## src/design/lcs_pkg.sv

```systemverilog
// shared types and constants of the linear contrast stretch block
// used by every module of the block; depends on nothing
package lcs_pkg;

  // item function codes
  typedef enum logic [1:0] {
    FUNC_SCAN    = 2'd0,
    FUNC_MAP     = 2'd1,
    FUNC_RESTART = 2'd2
  } func_e;

  // configuration register indexes
  localparam logic [1:0] CFG_USE_GIVEN  = 2'd0;
  localparam logic [1:0] CFG_GIVEN_LOW  = 2'd1;
  localparam logic [1:0] CFG_GIVEN_HIGH = 2'd2;

  localparam logic [7:0] FULL_SCALE = 8'hFF;

  // map queue between front and back
  localparam int QDepth = 4;
  localparam int QAw    = $clog2(QDepth);
  localparam int QCw    = $clog2(QDepth + 1);

  // one map request with its resolved bounds
  typedef struct packed {
    logic [7:0] pixel;
    logic [7:0] lo;
    logic [7:0] hi;
  } map_item_t;

  // queue status seen by front and back
  typedef struct packed {
    logic full;
    logic empty;
  } q_status_t;

endpackage

```

## src/design/linear_contrast_stretch_core.sv

```systemverilog
// Linear contrast stretch, 8-bit pixels.
// Input channel (in_valid_i/in_ready_o) takes requests: func_i selects scan
// (update running min/max), map (stretch pixel_i) or restart (clear min/max).
// Only map requests produce a result on the output channel
// (out_valid_o/out_ready_i): stretched_o with the bounds low_used_o/high_used_o.
// Config channel (cfg_valid_i/cfg_ready_o) writes use_given_bounds, given_low
// and given_high by cfg_index_i; it is always ready.
// Scan and restart requests are taken one per cycle while the queue is not full.
// A map request whose pixel is clamped to 0 or 255 passes through the queue and
// then the output register, one per cycle while the receiver is ready. Any other
// map request runs the bit-serial divider of the back part: a load, one quotient
// bit per cycle and a write-out; the back pops no new request until then.
// A 4-entry queue sits between front and back; the front keeps accepting
// requests until it fills while the back or the receiver stalls.
// Reset clears min to 255, max to 0, config to disabled with bounds 0..255,
// and empties the queue and output register.
module linear_contrast_stretch_core import lcs_pkg::*; (
  input  logic       clk_i,
  input  logic       rst_ni,
  input  logic       in_valid_i,
  output logic       in_ready_o,
  input  logic [1:0] func_i,
  input  logic [7:0] pixel_i,
  output logic       out_valid_o,
  input  logic       out_ready_i,
  output logic [7:0] stretched_o,
  output logic [7:0] low_used_o,
  output logic [7:0] high_used_o,
  input  logic       cfg_valid_i,
  output logic       cfg_ready_o,
  input  logic [1:0] cfg_index_i,
  input  logic [7:0] cfg_data_i
);

  logic      push, pop;
  map_item_t push_item, head;
  q_status_t q_status;

  // front: accept and classify requests
  lcs_front u_front (
    .clk_i       (clk_i),
    .rst_ni      (rst_ni),
    .in_valid_i  (in_valid_i),
    .in_ready_o  (in_ready_o),
    .func_i      (func_i),
    .pixel_i     (pixel_i),
    .cfg_valid_i (cfg_valid_i),
    .cfg_ready_o (cfg_ready_o),
    .cfg_index_i (cfg_index_i),
    .cfg_data_i  (cfg_data_i),
    .q_status_i  (q_status),
    .push_o      (push),
    .push_item_o (push_item)
  );

  // map request queue
  lcs_queue u_queue (
    .clk_i       (clk_i),
    .rst_ni      (rst_ni),
    .push_i      (push),
    .push_item_i (push_item),
    .pop_i       (pop),
    .head_o      (head),
    .status_o    (q_status)
  );

  // back: stretch and deliver
  lcs_back u_back (
    .clk_i       (clk_i),
    .rst_ni      (rst_ni),
    .head_i      (head),
    .q_status_i  (q_status),
    .pop_o       (pop),
    .out_valid_o (out_valid_o),
    .out_ready_i (out_ready_i),
    .stretched_o (stretched_o),
    .low_used_o  (low_used_o),
    .high_used_o (high_used_o)
  );

endmodule

```

## src/design/lcs_front.sv

```systemverilog
// front part: accepts items, keeps the running min/max and config registers,
// resolves bounds of map requests and pushes them to the queue; uses lcs_pkg
module lcs_front import lcs_pkg::*; (
  input  logic       clk_i,
  input  logic       rst_ni,
  input  logic       in_valid_i,
  output logic       in_ready_o,
  input  logic [1:0] func_i,
  input  logic [7:0] pixel_i,
  input  logic       cfg_valid_i,
  output logic       cfg_ready_o,
  input  logic [1:0] cfg_index_i,
  input  logic [7:0] cfg_data_i,
  input  q_status_t  q_status_i,
  output logic       push_o,
  output map_item_t  push_item_o
);

  logic       use_given_q, use_given_d;
  logic [7:0] given_low_q, given_low_d;
  logic [7:0] given_high_q, given_high_d;
  logic [7:0] scan_min_q, scan_min_d;
  logic [7:0] scan_max_q, scan_max_d;
  logic       accept;
  logic       given_ok;

  assign in_ready_o  = !q_status_i.full;
  assign cfg_ready_o = 1'b1;
  assign accept      = in_valid_i && in_ready_o;

  // bound selection for map requests
  assign given_ok = use_given_q && (given_high_q >= given_low_q);
  assign push_item_o.pixel = pixel_i;
  assign push_item_o.lo    = given_ok ? given_low_q  : scan_min_q;
  assign push_item_o.hi    = given_ok ? given_high_q : scan_max_q;
  assign push_o = accept && (func_e'(func_i) == FUNC_MAP);

  // configuration writes
  always_comb begin
    use_given_d  = use_given_q;
    given_low_d  = given_low_q;
    given_high_d = given_high_q;
    if (cfg_valid_i) begin
      case (cfg_index_i)
        CFG_USE_GIVEN:  use_given_d  = cfg_data_i[0];
        CFG_GIVEN_LOW:  given_low_d  = cfg_data_i;
        CFG_GIVEN_HIGH: given_high_d = cfg_data_i;
        default: ;
      endcase
    end
  end

  // running min/max tracking
  always_comb begin
    scan_min_d = scan_min_q;
    scan_max_d = scan_max_q;
    if (accept) begin
      case (func_e'(func_i))
        FUNC_SCAN: begin
          if (pixel_i < scan_min_q) scan_min_d = pixel_i;
          if (pixel_i > scan_max_q) scan_max_d = pixel_i;
        end
        FUNC_RESTART: begin
          scan_min_d = FULL_SCALE;
          scan_max_d = 8'h00;
        end
        default: ;
      endcase
    end
  end

  always_ff @(posedge clk_i or negedge rst_ni) begin
    if (!rst_ni) begin
      use_given_q  <= 1'b0;
      given_low_q  <= 8'h00;
      given_high_q <= FULL_SCALE;
      scan_min_q   <= FULL_SCALE;
      scan_max_q   <= 8'h00;
    end else begin
      use_given_q  <= use_given_d;
      given_low_q  <= given_low_d;
      given_high_q <= given_high_d;
      scan_min_q   <= scan_min_d;
      scan_max_q   <= scan_max_d;
    end
  end

endmodule

```

## src/design/lcs_queue.sv

```systemverilog
// short queue of map requests between front and back parts
// uses map_item_t and the queue depth from lcs_pkg
module lcs_queue import lcs_pkg::*; (
  input  logic      clk_i,
  input  logic      rst_ni,
  input  logic      push_i,
  input  map_item_t push_item_i,
  input  logic      pop_i,
  output map_item_t head_o,
  output q_status_t status_o
);

  map_item_t          mem_q [QDepth];
  logic [QAw-1:0]     wptr_q, rptr_q;
  logic [QCw-1:0]     count_q, count_d;

  assign status_o.full  = (count_q == QCw'(QDepth));
  assign status_o.empty = (count_q == '0);
  assign head_o = mem_q[rptr_q];

  // occupancy
  always_comb begin
    count_d = count_q;
    if (push_i && !pop_i) count_d = count_q + 1'b1;
    else if (!push_i && pop_i) count_d = count_q - 1'b1;
  end

  always_ff @(posedge clk_i or negedge rst_ni) begin
    if (!rst_ni) begin
      wptr_q  <= '0;
      rptr_q  <= '0;
      count_q <= '0;
    end else begin
      count_q <= count_d;
      if (push_i) wptr_q <= wptr_q + 1'b1;
      if (pop_i)  rptr_q <= rptr_q + 1'b1;
    end
  end

  // entry storage
  always_ff @(posedge clk_i) begin
    if (push_i) mem_q[wptr_q] <= push_item_i;
  end

endmodule

```

## src/design/lcs_back.sv

```systemverilog
// back part: pops map requests, clamps or runs a bit-serial divide,
// and holds the result in the output register; uses lcs_pkg
module lcs_back import lcs_pkg::*; (
  input  logic       clk_i,
  input  logic       rst_ni,
  input  map_item_t  head_i,
  input  q_status_t  q_status_i,
  output logic       pop_o,
  output logic       out_valid_o,
  input  logic       out_ready_i,
  output logic [7:0] stretched_o,
  output logic [7:0] low_used_o,
  output logic [7:0] high_used_o
);

  typedef enum logic [2:0] {
    BK_IDLE = 3'b001,
    BK_DIV  = 3'b010,
    BK_DONE = 3'b100
  } back_state_e;

  back_state_e state_q, state_d;
  logic [2:0]  cnt_q, cnt_d;
  logic [7:0]  rem_q, rem_d;
  logic [7:0]  quo_q, quo_d;
  logic [7:0]  div_q, div_d;
  logic [7:0]  lo_q, lo_d;
  logic [7:0]  hi_q, hi_d;

  logic        out_valid_q, out_valid_d;
  logic [7:0]  stretched_q, low_q, high_q;

  logic        out_free;
  logic        ge_hi, le_lo, trivial;
  logic [7:0]  diff, span;
  logic [15:0] num;
  logic [8:0]  trial, trial_sub;
  logic        qbit;
  logic        wr_out;
  logic [7:0]  wr_stretched, wr_low, wr_high;

  assign out_free = !out_valid_q || out_ready_i;

  // clamp tests on the head request
  assign ge_hi   = head_i.pixel >= head_i.hi;
  assign le_lo   = head_i.pixel <= head_i.lo;
  assign trivial = ge_hi || le_lo;

  // numerator (p - lo) * 255 and divisor hi - lo
  assign diff = head_i.pixel - head_i.lo;
  assign span = head_i.hi - head_i.lo;
  assign num  = {diff, 8'h00} - {8'h00, diff};

  // one restoring divide step
  assign trial     = {rem_q, quo_q[7]};
  assign trial_sub = trial - {1'b0, div_q};
  assign qbit      = (trial >= {1'b0, div_q});

  assign pop_o = (state_q == BK_IDLE) && !q_status_i.empty && (!trivial || out_free);

  always_comb begin
    state_d = state_q;
    cnt_d   = cnt_q;
    rem_d   = rem_q;
    quo_d   = quo_q;
    div_d   = div_q;
    lo_d    = lo_q;
    hi_d    = hi_q;
    case (state_q)
      BK_IDLE: begin
        if (pop_o && !trivial) begin
          rem_d   = num[15:8];
          quo_d   = num[7:0];
          div_d   = span;
          lo_d    = head_i.lo;
          hi_d    = head_i.hi;
          cnt_d   = '0;
          state_d = BK_DIV;
        end
      end
      BK_DIV: begin
        rem_d = qbit ? trial_sub[7:0] : trial[7:0];
        quo_d = {quo_q[6:0], qbit};
        cnt_d = cnt_q + 1'b1;
        if (cnt_q == 3'd7) state_d = BK_DONE;
      end
      BK_DONE: begin
        if (out_free) state_d = BK_IDLE;
      end
      default: state_d = BK_IDLE;
    endcase
  end

  // output register load
  always_comb begin
    wr_out       = 1'b0;
    wr_stretched = quo_q;
    wr_low       = lo_q;
    wr_high      = hi_q;
    if (pop_o && trivial) begin
      wr_out       = 1'b1;
      wr_stretched = ge_hi ? FULL_SCALE : 8'h00;
      wr_low       = head_i.lo;
      wr_high      = head_i.hi;
    end else if ((state_q == BK_DONE) && out_free) begin
      wr_out = 1'b1;
    end
  end

  always_comb begin
    out_valid_d = out_valid_q;
    if (wr_out) out_valid_d = 1'b1;
    else if (out_ready_i) out_valid_d = 1'b0;
  end

  always_ff @(posedge clk_i or negedge rst_ni) begin
    if (!rst_ni) begin
      state_q     <= BK_IDLE;
      cnt_q       <= '0;
      out_valid_q <= 1'b0;
    end else begin
      state_q     <= state_d;
      cnt_q       <= cnt_d;
      out_valid_q <= out_valid_d;
    end
  end

  // datapath registers
  always_ff @(posedge clk_i) begin
    rem_q <= rem_d;
    quo_q <= quo_d;
    div_q <= div_d;
    lo_q  <= lo_d;
    hi_q  <= hi_d;
    if (wr_out) begin
      stretched_q <= wr_stretched;
      low_q       <= wr_low;
      high_q      <= wr_high;
    end
  end

  assign out_valid_o = out_valid_q;
  assign stretched_o = stretched_q;
  assign low_used_o  = low_q;
  assign high_used_o = high_q;

`ifndef SYNTHESIS
  // partial remainder stays below the divisor during the divide
  a_rem_below_div: assert property (@(posedge clk_i) disable iff (!rst_ni)
    (state_q == BK_DIV) |-> (rem_q < div_q))
    else $error("divide remainder not below divisor");

  // never pop an empty queue
  a_pop_nonempty: assert property (@(posedge clk_i) disable iff (!rst_ni)
    pop_o |-> !q_status_i.empty)
    else $error("pop from empty queue");

  // a finished divide lands in the output register
  a_done_delivers: assert property (@(posedge clk_i) disable iff (!rst_ni)
    ((state_q == BK_DONE) && out_free) |=> (out_valid_o && (state_q == BK_IDLE)))
    else $error("finished divide not delivered");
`endif

endmodule

```

## config.mk

```make
export PLATFORM = sky130hd
export DESIGN_NAME = linear_contrast_stretch_core
export DESIGN_NICKNAME = d
export VERILOG_FILES = /design/src/design/lcs_pkg.sv /design/src/design/linear_contrast_stretch_core.sv /design/src/design/lcs_front.sv /design/src/design/lcs_queue.sv /design/src/design/lcs_back.sv
export SDC_FILE = /design/constraint.sdc
export NUM_CORES = 1
export LEC_CHECK = 0
export BUFFER_PORTS_ARGS = -buffer_cell sky130_fd_sc_hd__buf_2
export CAP_MARGIN = 25
export CORE_ASPECT_RATIO = 0.8
export CORE_UTILIZATION = 37
export CTS_BUF_LIST = sky130_fd_sc_hd__clkbuf_16
export CTS_CLUSTER_DIAMETER = 100
export DETAILED_ROUTE_END_ITERATION = 7
export REMOVE_ABC_BUFFERS = 1
export SYNTH_ARGS = -nofsm -noshare
export SYNTH_HDL_FRONTEND = slang
export SYNTH_SLANG_ARGS = --single-unit
```

## constraint.sdc

```tcl
create_clock -name clk_i -period 7.6 [get_ports clk_i]
set_clock_uncertainty 0.05 [all_clocks]
set_input_delay 1.14 -clock clk_i [delete_from_list [all_inputs] [get_ports clk_i]]
set_output_delay 1.14 -clock clk_i [all_outputs]
set_load 0.005 [all_outputs]
```

==> impl_summary.log <==
[metrics] status: finished clean
[metrics] maximum number of pins on one net before global-route repair: 48
[metrics] post-CTS clock slew at the launch and capture registers of the worst setup and hold paths: 0.06 ns
[metrics] met1 routed wirelength after detailed routing: 10600 µm
[metrics] Setup crit end kind: flop
[metrics] global router's overall resource usage: between 10% and 20%
[metrics] Post-synth EDFFs: between 150 and 200
[metrics] number of buffers created by CTS: 22
[metrics] total of hold buffers inserted after clock tree synthesis: 0
[metrics] Finish-stage setup viols: 0
[metrics] average routed wire per standard cell: 17.3 µm
[metrics] final WL: approximately 21000 µm
[metrics] fraction of synthesis flops using an asynchronous set or reset pin: 22.7%
[metrics] top-area cell type share of the netlist area: 46.2%
[metrics] number of buffers added for setup after CTS: 0
[metrics] Layout Area Growth over Synthesis: 14.0%
[metrics] slew at the pin closest to its max-slew limit: 1.01 ns
[metrics] shortest period the worst path allows: 4.62 ns
[metrics] DIE WIDTH: 190 µm
[metrics] Cell Rows: 54
[metrics] Buffers & Inverters on Critical Path: 3
[metrics] y dimension of the die: 152 µm
[metrics] Final GP Congestion: around 0.84
[metrics] first-iteration detailed-routing DRC count: 385
[metrics] endpoints failing hold: 0
[metrics] critical path arrival: roughly 5 ns
[metrics] area of the die: 0.0288 mm²
[metrics] syn avg cell area: 13.1 µm²
[metrics] Initial Utilization: 37.9%
[metrics] top cell type by total area after synthesis: sky130_fd_sc_hd__edfxtp_1
[metrics] clock latency on the worst-skew pair: 0.51 ns
[metrics] number of warning messages in the yosys log: 0
[metrics] final design utilization: a little over two fifths
[metrics] Post-layout nets: 947
[metrics] Post-Syn Area: 0.0104 mm²
[metrics] Cell Chain, Critical Path: buf_4 -> mux4_2 -> inv_1 -> ha_1 -> a21oi_1 -> o21ai_0 -> a211o_1 -> o211ai_1 -> nor2_1 -> o21ai_0 -> ha_1 -> inv_1 -> fa_1 -> xor2_1 -> nor2_1 -> xor2_1
[metrics] remaining number of nets flagged by the antenna check after routing: 0
[metrics] data required time of the worst path: 7.97 ns
[metrics] count of state elements after synthesis: between 200 and 250
[metrics] met2 WL post-DR: between 9000 and 10000 µm
[metrics] router iterations before antenna repair: 4
[metrics] met3 WL: 819 µm
[metrics] clock sinks: 207
[metrics] Slew Viols, Final: 0
[metrics] core footprint: 0.0274 mm²
[metrics] slowest stage cell on the critical path: sky130_fd_sc_hd__dfrtp_1
[metrics] H-Tree Level Count: 1
[metrics] Synth area leaders: sky130_fd_sc_hd__edfxtp_1 46%, sky130_fd_sc_hd__ha_1 7.6%, sky130_fd_sc_hd__dfrtp_1 7.2%
[metrics] Max FO, Critical Path: 15
[metrics] main flop type after synthesis: sky130_fd_sc_hd__edfxtp_1
[metrics] Max Clk Rate: approximately 0.22 GHz
[metrics] setup repair after global routing missed its margin: false
[metrics] number of instances in the synthesized netlist: between 700 and 800
[metrics] crit path launch type: flop
[metrics] number of different library cells in the post-synthesis netlist: 71
[metrics] accumulated negative setup slack: 0 ns
[metrics] type of the worst setup path: flop to flop
[metrics] DRC violations left: 0
[metrics] num ports: 52
[metrics] count of buffers from port buffering: 50
[metrics] Max-Slew Margin vs Limit: between 30% and 40%
[metrics] top layer in use: met4
[metrics] PostCTS Resize Cnt: 0
[metrics] Congestion Overflow GR: 0
[metrics] mean number of vias per cell: approximately 5.1
[metrics] top cell types by occurrence after synthesis: 160 x sky130_fd_sc_hd__edfxtp_1, 64 x sky130_fd_sc_hd__nand2_1, 63 x sky130_fd_sc_hd__ha_1
[metrics] fraction of layout cells with a size suffix above 1: a little over a fifth
[metrics] post-route clock period utilization: 60.8%
[metrics] Hold WC Path Type: flop to flop
[metrics] cell with the most instances after synthesis: sky130_fd_sc_hd__edfxtp_1
[metrics] sequential share of the synthesized area: between 50% and 60%
[metrics] global-route wire length before repair: roughly 35000 µm
[metrics] vias in the first global route: 6354
[metrics] master cell of the clock root buffer: sky130_fd_sc_hd__clkbuf_16
[metrics] maximum cell stage delay along the critical path: 0.82 ns
[metrics] placed wire-length estimate after detailed placement: 15300 µm
[metrics] Max clock buf depth: 3
[metrics] number of antenna violations at the first check in global routing: 0
[metrics] CTS tree: done
[metrics] number of diodes: 0
[metrics] number of maximum-capacitance constraint violations: 0
[metrics] routed vias: 6292
[metrics] crit-path leading delay family: compound AO/OA/AOI/OAI gates
layout by cell type (no fill, tap or decap), types with 4 or more instances in the layout:
cell,n
sky130_fd_sc_hd__fa_1,4
sky130_fd_sc_hd__a21oi_1,28
sky130_fd_sc_hd__and3_1,4
sky130_fd_sc_hd__clkbuf_16,22
sky130_fd_sc_hd__nand2_1,64
sky130_fd_sc_hd__and2_1,5
sky130_fd_sc_hd__mux2i_1,17
sky130_fd_sc_hd__dfrtp_1,30
sky130_fd_sc_hd__o211ai_1,5
sky130_fd_sc_hd__a21o_1,11
sky130_fd_sc_hd__nor2b_1,10
sky130_fd_sc_hd__o211a_1,7
sky130_fd_sc_hd__o21ai_0,42
sky130_fd_sc_hd__edfxtp_1,160
sky130_fd_sc_hd__a31oi_1,8
sky130_fd_sc_hd__nand3_1,16
sky130_fd_sc_hd__nand2b_1,12
sky130_fd_sc_hd__ha_1,63
sky130_fd_sc_hd__a211oi_1,5
sky130_fd_sc_hd__dfstp_2,17
sky130_fd_sc_hd__xor2_1,9
sky130_fd_sc_hd__xnor2_1,16
sky130_fd_sc_hd__nand3b_1,5
sky130_fd_sc_hd__mux2_2,27
sky130_fd_sc_hd__buf_2,50
sky130_fd_sc_hd__bufinv_16,4
sky130_fd_sc_hd__buf_4,10
sky130_fd_sc_hd__a22oi_1,8
sky130_fd_sc_hd__a21oi_2,4
sky130_fd_sc_hd__clkinv_1,5
sky130_fd_sc_hd__nor3_1,9
sky130_fd_sc_hd__mux4_2,24
sky130_fd_sc_hd__nand4_1,5
sky130_fd_sc_hd__nor3b_1,4
sky130_fd_sc_hd__inv_1,63
sky130_fd_sc_hd__o21ai_2,4
sky130_fd_sc_hd__nor2_1,39
cell families after synthesis:
family / synth area share (%)
and+or+nand+nor: 9.17
DFF: 57.7
buffers and inverters: 3.40
xor gates and xnor gates: 2.26
adders and majority gates: 8.34
muxes: 9.75
AOI/OAI and AO/OA: 9.38
other: 0.0360
path summary, 6_finish.rpt:
check	startpoint	endpoint	slack [ns]	depth (start not counted)
hold / removal	u_queue.count_q[2]	u_queue.count_q[2]	0.45	1
setup reg to reg	u_queue.rptr_q[0]	u_queue.count_q[2]	2.98	16
setup / recovery	u_queue.rptr_q[0]	u_queue.count_q[2]	2.98	16
max in group asynchronous	rst_ni	u_back.out_valid_o	6.35	2
hold reg to reg	u_queue.count_q[2]	u_queue.count_q[2]	0.45	1
min in group asynchronous	rst_ni	u_front.scan_max_q[5]	0.69	2
cell type report:
type                            instances  area [µm²]
Fill cell                            2548       15600
Tap cell                              364         455
Inverter                               62         233
Sequential cell                       207        6000
Multi-Input combinational cell        499        4060
Clock inverter                         18         199
Timing Repair Buffer                   63         365
Clock buffer                           22         551
metrics by stage:
stage / cells / instance area, µm² / hold WS, ns / worst slack (ns)
final: 1235 / 11900 / 0.450 / 2.98
after global routing: 1235 / 11900 / 0.471 / 2.59
after CTS: 1233 / 11800 / 0.450 / 2.91
after detailed placement: 1193 / 11100 / 0.442 / 2.95
after global placement: 1192 / 11100 / 0.439 / 2.99
after floorplan: 768 / 10300 / 0.408 / 2.10
metal layers:
| layer | up-vias | global-route usage (%) |
|---|---|---|
| li1 | 3074 | - |
| met3 | 34 | 2.47 |
| met4 | 0 | 3.15 |
| met5 | - | 0 |
| met2 | 126 | 23.8 |
| met1 | 3058 | 22.2 |
worst reg2reg max path: stages (launching register included):
cell	delay [ns]
sky130_fd_sc_hd__dfrtp_1	0.82
sky130_fd_sc_hd__buf_4	0.43
sky130_fd_sc_hd__mux4_2	0.56
sky130_fd_sc_hd__inv_1	0.12
sky130_fd_sc_hd__ha_1	0.36
sky130_fd_sc_hd__a21oi_1	0.17
sky130_fd_sc_hd__o21ai_0	0.09
sky130_fd_sc_hd__a211o_1	0.30
sky130_fd_sc_hd__o211ai_1	0.14
sky130_fd_sc_hd__nor2_1	0.12
sky130_fd_sc_hd__o21ai_0	0.28
sky130_fd_sc_hd__ha_1	0.25
sky130_fd_sc_hd__inv_1	0.06
sky130_fd_sc_hd__fa_1	0.37
sky130_fd_sc_hd__xor2_1	0.16
sky130_fd_sc_hd__nor2_1	0.11
sky130_fd_sc_hd__xor2_1	0.15
registers in the layout, summed over array words and instances (netlist names), 2 cells and up:
| signal | flops |
|---|---|
| u_front.scan_min_q | 8 |
| u_back.stretched_o | 8 |
| u_back.div_q | 8 |
| u_queue.wptr_q | 2 |
| u_back.quo_q | 8 |
| u_back.state_q | 3 |
| u_back.lo_q | 8 |
| u_queue.count_q | 3 |
| u_queue.rptr_q | 2 |
| u_queue.mem_q | 96 |
| u_back.hi_q | 8 |
| u_back.low_used_o | 8 |
| u_front.given_high_q | 8 |
| u_back.cnt_q | 3 |
| u_back.rem_q | 8 |
| u_back.high_used_o | 8 |
| u_front.scan_max_q | 8 |
| u_front.given_low_q | 8 |
Power is not shown: default switching activity piles up to over one toggle a cycle in this logic, so the estimate is an artifact.
